File: src/hdl/puh_pkg.sv
`timescale 1ns / 1ps
`default_nettype none

package puh_pkg;

   localparam int unsigned QUEUE_DEPTH = 2;
   localparam int unsigned QUEUE_PTR_W = $clog2(QUEUE_DEPTH);
   localparam int unsigned QUEUE_CNT_W = $clog2(QUEUE_DEPTH + 1);

   localparam logic [31:0] HASH_SEED  = 32'hFFFF_FFFF;
   localparam logic [31:0] MIX_C1     = 32'hCC9E_2D51;
   localparam logic [31:0] MIX_C2     = 32'h1B87_3593;
   localparam logic [31:0] MIX_ADD    = 32'hE654_6B64;
   localparam logic [31:0] FMIX_C1    = 32'h85EB_CA6B;
   localparam logic [31:0] FMIX_C2    = 32'hC2B2_AE35;
   localparam logic [31:0] UNIT_BYTES = 32'd2;

   localparam logic [7:0] CHAR_BACKSLASH = 8'h5C;
   localparam logic [7:0] CHAR_SLASH     = 8'h2F;
   localparam logic [7:0] CHAR_UPPER_A   = 8'h41;
   localparam logic [7:0] CHAR_UPPER_Z   = 8'h5A;
   localparam logic [7:0] CHAR_LOWER_A   = 8'h61;
   localparam logic [7:0] CHAR_LOWER_Z   = 8'h7A;
   localparam logic [7:0] CASE_OFFSET    = 8'h20;
   localparam logic [7:0] CHAR_NUL       = 8'h00;

   localparam int unsigned CSR_INDEX_W = 2;
   localparam int unsigned CSR_DATA_W  = 1;

   typedef enum logic [CSR_INDEX_W-1:0] {
      CSR_CASE_CHANGE_ENABLE = 2'd0,
      CSR_CASE_TO_LOWER      = 2'd1,
      CSR_HASH_TERMINATOR    = 2'd2
   } csr_index_type;

   typedef struct packed {
      logic case_change_enable;
      logic case_to_lower;
      logic hash_terminator;
   } cfg_type;

   typedef struct packed {
      logic       is_term;
      logic [7:0] unit_char;
   } entry_type;

   function automatic logic [31:0] rotl(input logic [31:0] v, input int unsigned n);
      rotl = (v << n) | (v >> (32 - n));
   endfunction

endpackage

`default_nettype wire

File: src/hdl/puh_if.sv
`timescale 1ns / 1ps
`default_nettype none

interface puh_req_if;
   logic       valid;
   logic       ready;
   logic [7:0] path_byte;

   modport source (output valid, output path_byte, input ready);
   modport sink   (input valid, input path_byte, output ready);
endinterface

interface puh_rsp_if;
   logic        valid;
   logic        ready;
   logic [31:0] hash_value;

   modport source (output valid, output hash_value, input ready);
   modport sink   (input valid, input hash_value, output ready);
endinterface

`default_nettype wire

File: src/hdl/puh_front.sv
`timescale 1ns / 1ps
`default_nettype none

module puh_front
   import puh_pkg::*;
(
   input  wire                    clock,
   input  wire                    reset,
   puh_req_if.sink                req_port,
   input  wire                    csr_write_enable,
   input  wire [CSR_INDEX_W-1:0]  csr_index,
   input  wire [CSR_DATA_W-1:0]   csr_write_data,
   output cfg_type                cfg,
   output logic                   push_valid,
   input  wire                    push_ready,
   output entry_type              push_data
);

   cfg_type    cfg_ff;
   cfg_type    cfg_in;
   logic [7:0] slash_char;
   logic [7:0] norm_char;

   always_comb begin
      cfg_in = cfg_ff;
      if (csr_write_enable) begin
         unique case (csr_index)
            CSR_CASE_CHANGE_ENABLE: cfg_in.case_change_enable = csr_write_data[0];
            CSR_CASE_TO_LOWER:      cfg_in.case_to_lower      = csr_write_data[0];
            CSR_HASH_TERMINATOR:    cfg_in.hash_terminator    = csr_write_data[0];
            default:                cfg_in = cfg_ff;
         endcase
      end
   end

   always_ff @(posedge clock) begin
      if (reset) begin
         cfg_ff <= '{case_change_enable: 1'b1, case_to_lower: 1'b1, hash_terminator: 1'b0};
      end else begin
         cfg_ff <= cfg_in;
      end
   end

   // fold backslash to slash, then apply the case mapping
   always_comb begin
      slash_char = (req_port.path_byte == CHAR_BACKSLASH) ? CHAR_SLASH : req_port.path_byte;
      norm_char  = slash_char;
      if (cfg_ff.case_change_enable) begin
         if (cfg_ff.case_to_lower) begin
            if (slash_char >= CHAR_UPPER_A && slash_char <= CHAR_UPPER_Z) begin
               norm_char = slash_char + CASE_OFFSET;
            end
         end else begin
            if (slash_char >= CHAR_LOWER_A && slash_char <= CHAR_LOWER_Z) begin
               norm_char = slash_char - CASE_OFFSET;
            end
         end
      end
   end

   assign push_valid          = req_port.valid;
   assign req_port.ready      = push_ready;
   assign push_data.is_term   = (req_port.path_byte == CHAR_NUL);
   assign push_data.unit_char = norm_char;
   assign cfg                 = cfg_ff;

endmodule

`default_nettype wire

File: src/hdl/puh_queue.sv
`timescale 1ns / 1ps
`default_nettype none

module puh_queue
   import puh_pkg::*;
(
   input  wire        clock,
   input  wire        reset,
   input  wire        push_valid,
   output logic       push_ready,
   input  entry_type  push_data,
   output logic       pop_valid,
   input  wire        pop_ready,
   output entry_type  pop_data
);

   entry_type              mem_ff [QUEUE_DEPTH];
   logic [QUEUE_PTR_W-1:0] wr_ptr_ff;
   logic [QUEUE_PTR_W-1:0] wr_ptr_in;
   logic [QUEUE_PTR_W-1:0] rd_ptr_ff;
   logic [QUEUE_PTR_W-1:0] rd_ptr_in;
   logic [QUEUE_CNT_W-1:0] count_ff;
   logic [QUEUE_CNT_W-1:0] count_in;
   logic                   do_push;
   logic                   do_pop;

   assign push_ready = (count_ff != QUEUE_CNT_W'(QUEUE_DEPTH));
   assign pop_valid  = (count_ff != '0);
   assign pop_data   = mem_ff[rd_ptr_ff];
   assign do_push    = push_valid && push_ready;
   assign do_pop     = pop_valid && pop_ready;

   always_comb begin
      wr_ptr_in = wr_ptr_ff;
      rd_ptr_in = rd_ptr_ff;
      count_in  = count_ff;
      if (do_push) begin
         wr_ptr_in = (wr_ptr_ff == QUEUE_PTR_W'(QUEUE_DEPTH - 1)) ? '0 : wr_ptr_ff + 1'b1;
      end
      if (do_pop) begin
         rd_ptr_in = (rd_ptr_ff == QUEUE_PTR_W'(QUEUE_DEPTH - 1)) ? '0 : rd_ptr_ff + 1'b1;
      end
      if (do_push && !do_pop) begin
         count_in = count_ff + 1'b1;
      end else if (do_pop && !do_push) begin
         count_in = count_ff - 1'b1;
      end
   end

   always_ff @(posedge clock) begin
      if (reset) begin
         wr_ptr_ff <= '0;
         rd_ptr_ff <= '0;
         count_ff  <= '0;
      end else begin
         wr_ptr_ff <= wr_ptr_in;
         rd_ptr_ff <= rd_ptr_in;
         count_ff  <= count_in;
      end
   end

   always_ff @(posedge clock) begin
      if (do_push) begin
         mem_ff[wr_ptr_ff] <= push_data;
      end
   end

endmodule

`default_nettype wire

File: src/hdl/puh_back.sv
`timescale 1ns / 1ps
`default_nettype none

module puh_back
   import puh_pkg::*;
(
   input  wire        clock,
   input  wire        reset,
   input  cfg_type    cfg,
   input  wire        pop_valid,
   output logic       pop_ready,
   input  entry_type  pop_data,
   puh_rsp_if.source  rsp_port
);

   typedef enum logic [6:0] {
      ST_IDLE = 7'b000_0001,
      ST_SC1  = 7'b000_0010,
      ST_SC2  = 7'b000_0100,
      ST_SC3  = 7'b000_1000,
      ST_FIN0 = 7'b001_0000,
      ST_FIN1 = 7'b010_0000,
      ST_FIN2 = 7'b100_0000
   } state_type;

   state_type   state_ff;
   state_type   state_in;
   logic [31:0] acc_ff;
   logic [31:0] acc_in;
   logic [7:0]  held_ff;
   logic [7:0]  held_in;
   logic        half_ff;
   logic        half_in;
   logic [31:0] total_ff;
   logic [31:0] total_in;
   logic [31:0] op_ff;
   logic [31:0] op_in;
   logic        mix_mode_ff;
   logic        mix_mode_in;
   logic        term_ff;
   logic        term_in;
   logic        out_vld_ff;
   logic        out_vld_in;
   logic [31:0] out_ff;
   logic [31:0] out_in;

   logic [31:0] mul_a;
   logic [31:0] mul_b;
   logic [31:0] mul_p;
   logic [31:0] fin_x;
   logic [31:0] mix_r;
   logic        out_free;

   assign mul_p    = mul_a * mul_b;
   assign fin_x    = acc_ff ^ total_ff;
   assign mix_r    = rotl(acc_ff ^ op_ff, 13);
   assign out_free = !out_vld_ff || rsp_port.ready;

   // one shared multiplier, operands chosen by step
   always_comb begin
      mul_a = op_ff;
      mul_b = MIX_C1;
      unique case (state_ff)
         ST_SC1:  begin mul_a = op_ff;                     mul_b = MIX_C1;  end
         ST_SC2:  begin mul_a = rotl(op_ff, 15);           mul_b = MIX_C2;  end
         ST_FIN0: begin mul_a = fin_x ^ (fin_x >> 16);     mul_b = FMIX_C1; end
         ST_FIN1: begin mul_a = op_ff ^ (op_ff >> 13);     mul_b = FMIX_C2; end
         default: begin mul_a = op_ff;                     mul_b = MIX_C1;  end
      endcase
   end

   always_comb begin
      state_in    = state_ff;
      acc_in      = acc_ff;
      held_in     = held_ff;
      half_in     = half_ff;
      total_in    = total_ff;
      op_in       = op_ff;
      mix_mode_in = mix_mode_ff;
      term_in     = term_ff;
      out_vld_in  = out_vld_ff && !rsp_port.ready;
      out_in      = out_ff;
      pop_ready   = 1'b0;
      unique case (state_ff)
         ST_IDLE: begin
            pop_ready = 1'b1;
            if (pop_valid) begin
               term_in = pop_data.is_term;
               if (!pop_data.is_term) begin
                  total_in = total_ff + UNIT_BYTES;
                  if (!half_ff) begin
                     held_in = pop_data.unit_char;
                     half_in = 1'b1;
                  end else begin
                     op_in       = {8'h00, pop_data.unit_char, 8'h00, held_ff};
                     mix_mode_in = 1'b1;
                     held_in     = '0;
                     half_in     = 1'b0;
                     state_in    = ST_SC1;
                  end
               end else begin
                  if (cfg.hash_terminator) begin
                     total_in = total_ff + UNIT_BYTES;
                  end
                  op_in       = {24'h00_0000, held_ff};
                  mix_mode_in = cfg.hash_terminator;
                  state_in    = half_ff ? ST_SC1 : ST_FIN0;
               end
            end
         end
         ST_SC1: begin
            op_in    = mul_p;
            state_in = ST_SC2;
         end
         ST_SC2: begin
            op_in    = mul_p;
            state_in = ST_SC3;
         end
         ST_SC3: begin
            if (mix_mode_ff) begin
               acc_in = (mix_r << 2) + mix_r + MIX_ADD;
            end else begin
               acc_in = acc_ff ^ op_ff;
            end
            state_in = term_ff ? ST_FIN0 : ST_IDLE;
         end
         ST_FIN0: begin
            op_in    = mul_p;
            state_in = ST_FIN1;
         end
         ST_FIN1: begin
            op_in    = mul_p;
            state_in = ST_FIN2;
         end
         ST_FIN2: begin
            if (out_free) begin
               out_in     = op_ff ^ (op_ff >> 16);
               out_vld_in = 1'b1;
               acc_in     = HASH_SEED;
               held_in    = '0;
               half_in    = 1'b0;
               total_in   = '0;
               state_in   = ST_IDLE;
            end
         end
         default: begin
            state_in = ST_IDLE;
         end
      endcase
   end

   always_ff @(posedge clock) begin
      if (reset) begin
         state_ff   <= ST_IDLE;
         acc_ff     <= HASH_SEED;
         held_ff    <= '0;
         half_ff    <= 1'b0;
         total_ff   <= '0;
         out_vld_ff <= 1'b0;
      end else begin
         state_ff   <= state_in;
         acc_ff     <= acc_in;
         held_ff    <= held_in;
         half_ff    <= half_in;
         total_ff   <= total_in;
         out_vld_ff <= out_vld_in;
      end
   end

   always_ff @(posedge clock) begin
      op_ff       <= op_in;
      mix_mode_ff <= mix_mode_in;
      term_ff     <= term_in;
      out_ff      <= out_in;
   end

   assign rsp_port.valid      = out_vld_ff;
   assign rsp_port.hash_value = out_ff;

endmodule

`default_nettype wire

File: src/hdl/path_utf16_murmur3_hash.sv
`timescale 1ns / 1ps
`default_nettype none

// Path hash: takes a file path one byte per transfer on req_port, a zero byte
// closing the path, and returns one transfer on rsp_port carrying the 32-bit
// MurmurHash3 x86_32 (seed 0xFFFFFFFF) of the path widened to UTF-16LE, after
// backslashes are folded to slashes and, if enabled, letter case is mapped.
// The hash is returned only on the terminator; every other byte gives no
// result, and the next byte after a terminator starts a fresh path.
// Steps: the first byte of each character pair is only held; the second
// runs the block mix, three steps through a single shared 32x32 multiplier,
// and no byte is taken until it is done; the terminator runs the tail mix
// if a byte is held, then the two multiply steps of the finaliser and a last
// step that waits on rsp_port. A two-entry queue between the byte front end
// and the hash engine absorbs short bursts, and a registered result lets the
// engine move on while an earlier hash waits to be taken.
// Registers (csr_index): 0 case change enable (reset 1), 1 lower case when 1,
// upper case when 0 (reset 1), 2 include the terminator unit in the hash
// (reset 0). Only bit 0 of csr_write_data is used; other indices are ignored.
// Write registers only while the block is idle.

module path_utf16_murmur3_hash
   import puh_pkg::*;
(
   input  wire                    clock,
   input  wire                    reset,
   puh_req_if.sink                req_port,
   puh_rsp_if.source              rsp_port,
   input  wire                    csr_write_enable,
   input  wire [CSR_INDEX_W-1:0]  csr_index,
   input  wire [CSR_DATA_W-1:0]   csr_write_data
);

   cfg_type   cfg;
   logic      push_valid;
   logic      push_ready;
   entry_type push_data;
   logic      pop_valid;
   logic      pop_ready;
   entry_type pop_data;

   // classify and normalise each byte, hold the configuration
   puh_front u_front (
      .clock            (clock),
      .reset            (reset),
      .req_port         (req_port),
      .csr_write_enable (csr_write_enable),
      .csr_index        (csr_index),
      .csr_write_data   (csr_write_data),
      .cfg              (cfg),
      .push_valid       (push_valid),
      .push_ready       (push_ready),
      .push_data        (push_data)
   );

   // decouple the byte front end from the multiply engine
   puh_queue u_queue (
      .clock      (clock),
      .reset      (reset),
      .push_valid (push_valid),
      .push_ready (push_ready),
      .push_data  (push_data),
      .pop_valid  (pop_valid),
      .pop_ready  (pop_ready),
      .pop_data   (pop_data)
   );

   // block mixing, tail, length and finaliser; drive the result register
   puh_back u_back (
      .clock     (clock),
      .reset     (reset),
      .cfg       (cfg),
      .pop_valid (pop_valid),
      .pop_ready (pop_ready),
      .pop_data  (pop_data),
      .rsp_port  (rsp_port)
   );

endmodule

`default_nettype wire
File: src/flat_wrapper.sv
// flat-port wrapper written by rule: the top's interface ports become plain ports
module path_utf16_murmur3_hash_flat import puh_pkg::*;
  (clock, reset, csr_write_enable, csr_index, csr_write_data, req_port_valid, req_port_path_byte, req_port_ready, rsp_port_valid, rsp_port_hash_value, rsp_port_ready);
  puh_req_if req_port_i ();
  puh_rsp_if rsp_port_i ();
  input  wire clock;
  input  wire reset;
  input  wire csr_write_enable;
  input  wire [CSR_INDEX_W-1:0] csr_index;
  input  wire [CSR_DATA_W-1:0] csr_write_data;
  input wire logic [$bits(req_port_i.valid)-1:0] req_port_valid;
  input wire logic [$bits(req_port_i.path_byte)-1:0] req_port_path_byte;
  output wire logic [$bits(req_port_i.ready)-1:0] req_port_ready;
  output wire logic [$bits(rsp_port_i.valid)-1:0] rsp_port_valid;
  output wire logic [$bits(rsp_port_i.hash_value)-1:0] rsp_port_hash_value;
  input wire logic [$bits(rsp_port_i.ready)-1:0] rsp_port_ready;
  assign req_port_i.valid = req_port_valid;
  assign req_port_i.path_byte = req_port_path_byte;
  assign req_port_ready = req_port_i.ready;
  assign rsp_port_valid = rsp_port_i.valid;
  assign rsp_port_hash_value = rsp_port_i.hash_value;
  assign rsp_port_i.ready = rsp_port_ready;
  path_utf16_murmur3_hash u_core (.clock(clock), .reset(reset), .req_port(req_port_i), .rsp_port(rsp_port_i), .csr_write_enable(csr_write_enable), .csr_index(csr_index), .csr_write_data(csr_write_data));
endmodule
File: config.mk
export PLATFORM = sky130hd
export DESIGN_NAME = path_utf16_murmur3_hash_flat
export DESIGN_NICKNAME = d
export VERILOG_FILES = /design/src/hdl/puh_pkg.sv /design/src/hdl/puh_if.sv /design/src/hdl/puh_front.sv /design/src/hdl/puh_queue.sv /design/src/hdl/puh_back.sv /design/src/hdl/path_utf16_murmur3_hash.sv /design/src/flat_wrapper.sv
export SDC_FILE = /design/constraint.sdc
export NUM_CORES = 2
export LEC_CHECK = 0
export BUFFER_PORTS_ARGS = -buffer_cell sky130_fd_sc_hd__buf_2
export CORE_ASPECT_RATIO = 1.1
export CORE_MARGIN = 5
export CORE_UTILIZATION = 45
export DETAILED_ROUTE_END_ITERATION = 6
export GPL_ROUTABILITY_DRIVEN = 0
export GPL_TIMING_DRIVEN = 0
export SETUP_SLACK_MARGIN = 0.02
export SYNTH_ARGS = -nofsm -noshare
export SYNTH_HDL_FRONTEND = slang
export SYNTH_SLANG_ARGS = --single-unit
export TNS_END_PERCENT = 50
File: constraint.sdc
create_clock -name clock -period 9 [get_ports clock]
set_input_delay 2.25 -clock clock [delete_from_list [all_inputs] [get_ports clock]]
set_output_delay 2.25 -clock clock [all_outputs]
set_load 0.01 [all_outputs]
==> run metrics <==
status=complete, but fails checks; failing checks=negative setup slack; final setup vio count=3; Crit-path slowest cell=clkbuf_1; RSZ-0062 raised after global routing=true; Yosys top cell area share=a little under a third; post-route clock skew=0.01291 ns; Synthesis Warnings=0; WP data required=9.21 ns; slew margin rel.=a little under an eighth; syn nets=roughly 3.4k; cell mode on critical path=fa_1; most common cell in the netlist=inv_1; number of global-route vias before repair=21.54k; f_max=109.3 MHz; largest net degree at the start of global routing=32; Post-Place Setup Slack=-1.828 ns; Slew Viols, Final=0; placed wire-length estimate=roughly 77 mm; Congestion Overflow GR=0; Initial Util=45.53%; initial antenna violation count=2; critical path type=reg -> reg; fraction of layout instances using a drive strength above 1=roughly 15%; final period utilization=101.6%; final hold violation count=0; die height=about 260 µm; Hold Path Class=reg -> reg; # IOs=50; crit path setup slack, layout=-0.1481 ns; crit path time final=between 9 and 10 ns; router iterations before antenna repair=6; Layout area overhead=15.77%; Max Cap Viol=0; IO buf count=49; Post-synth EDFFs=84; CTS Sinks=around 170; top cells by area, synth=fa_1, edfxtp_1, ha_1; Worst Setup End Kind=register; CTS root buf=clkbuf_16; Mapped Area=around 0.025 mm²; Worst setup SP type=register; die width=approximately 240 µm; first-pass GRT wire length=~140 mm; DR WL/cell=about 26 µm; GRT Overall Usage=30.43%; floorplan row count=90; DR DRC count=0; #FFs+latches synth=about 170; Clock Path Buffers=2; core area=around 0.055 mm²; CTS tree=done; ys async rst share=0%; mean post-synth cell area=9.126 µm²; ys flop type=dfxtp_1; Yosys cell types=around 80; synth cell count leaders=inv_1, fa_1, nor2_1; nets=3517; register area share after synthesis=17.09%; DR vias/cell=roughly 5.8; drt initial violations=roughly 2.6k; cell taking the most area after synthesis=fa_1; post-placement cell area=0.02631 mm²; vias=between 20k and 25k; DRT Wirelength=95.10 mm; Die ar.=between 0.06 and 0.07 mm²; CP max FO=10; CP max stage delay=slightly below 1 ns; antenna-violating nets left=0; measured slew at the worst slew-check pin=about 1.3 ns; Clock transition at path regs=0.07 ns; Post-Syn Instances=2747; post-route cell area=~0.029 mm²; arrival time at the worst endpoint=between 9 and 10 ns; clk_lat worst skew=between 0.4 and 0.5 ns; number of CTS-inserted buffers=17; H-tree depth=4
## sequential cells by signal, indices dropped and copies added (netlist names), named ones only
name	flops
u_core.u_back.acc_ff	32
u_core.u_back.half_ff	1
u_core.u_back.held_ff	8
u_core.u_back.mix_mode_ff	1
u_core.u_back.op_ff	32
u_core.u_back.rsp_port.hash_value	32
u_core.u_back.rsp_port.valid	1
u_core.u_back.state_ff	7
u_core.u_back.term_ff	1
u_core.u_back.total_ff	31
u_core.u_front.cfg	3
u_core.u_queue.count_ff	2
u_core.u_queue.mem_ff	18
u_core.u_queue.rd_ptr_ff	1
u_core.u_queue.wr_ptr_ff	1
## kinds of logic after synthesis
family	count (synthesis)	share of synthesized area, %
buf+inv	690	10.47
simple gates	653	12.11
fa+ha+maj	590	41.15
compound gates	382	9.642
xor+xnor	243	8.854
flops	172	17.09
mux	17	0.6837
## area by class of cell
cell class	instances	area [µm²]
Clock inverter	15	197.7
Antenna cell	1	2.502
Clock buffer	17	425.4
Multi-Input combinational cell	1885	19220
Tap cell	736	920.9
Buffer	96	634.4
Sequential cell	172	4288
Inverter	584	2206
Timing Repair Buffer	155	1129
Fill cell	4955	26040
## critical path, delay by kind of cell, from the launching register on
| family | cells | cell delay, ns |
|---|---|---|
| DFF | 1 | 0.40 |
| buffers and inverters | 7 | 1.46 |
| AOI/OAI and AO/OA | 7 | 1.74 |
| xor gates and xnor gates | 1 | 0.06 |
| and+or+nand+nor | 6 | 1.33 |
| adders and majority gates | 9 | 3.88 |
## stage by stage
stage	util [%]	setup TNS, ns	hold WS, ns	std cells
global route	52.70	-0.9305	0.4801	3660
CTS	50.88	0	0.4667	3605
finish	52.71	-0.3627	0.4572	3661
detailed placement	47.77	-17.89	0.4479	3534
floorplan	-	0	0.4244	2747
global placement	47.65	-18.26	0.4454	3532
## path summary, 6_finish.rpt
| check | startpoint | to | slack [ns] | depth (start not counted) |
|---|---|---|---|---|
| max | u_core.u_back.op_ff[21]$_DFFE_PP_ | u_core.u_back.op_ff[29]$_SDFFCE_PP0P_ | -0.15 | 30 |
| min | u_core.u_back.op_ff[19]$_DFFE_PP_ | u_core.u_back.rsp_port.hash_value[19]$_DFFE_PP_ | 0.46 | 0 |
| max reg2reg | u_core.u_back.op_ff[21]$_DFFE_PP_ | u_core.u_back.op_ff[29]$_SDFFCE_PP0P_ | -0.15 | 30 |
| min reg2reg | u_core.u_back.op_ff[19]$_DFFE_PP_ | u_core.u_back.rsp_port.hash_value[19]$_DFFE_PP_ | 0.46 | 0 |
## cell usage in the layout, fill, tap and decap left out, types with 18 or more instances in the layout
| master | Yosys | layout |
|---|---|---|
| inv_1 | 582 | 552 |
| fa_1 | 391 | 371 |
| nor2_1 | 237 | 215 |
| ha_1 | 199 | 183 |
| nand2_1 | 195 | 172 |
| xnor2_1 | 132 | 128 |
| a21oi_1 | 118 | 101 |
| xor2_1 | 103 | 100 |
| buf_4 | 1 | 95 |
| dfxtp_1 | 88 | 85 |
| edfxtp_1 | 84 | 84 |
| o21ai_0 | 72 | 60 |
| clkbuf_1 | 81 | 55 |
| buf_2 | 6 | 53 |
| a21o_1 | 47 | 47 |
| nand2b_1 | 32 | 29 |
| inv_2 | 2 | 28 |
| nand3_1 | 31 | 27 |
| nor3_1 | 24 | 23 |
| or3_1 | 23 | 21 |
| clkbuf_16 | 0 | 20 |
| fa_2 | 0 | 20 |
| a31oi_1 | 21 | 19 |
| o21a_1 | 18 | 18 |
## layer usage
layer	GRT usage, %	wire [µm]
met1	36.62	33740
met2	45.40	39570
met3	10.82	12180
met4	21.72	9595
met5	0	0
## timing repair
action / in CTS / in global routing
gates cloned: 0 / 1
setup endpoints to repair: 18 / 8
hold buffers: 0 / 0
gates resized for setup: 197 / 150
setup buffers: 47 / 56
pin swaps: 36 / 101
Power is not shown: default switching activity piles up to over one toggle a cycle in this logic, so the estimate is an artifact.
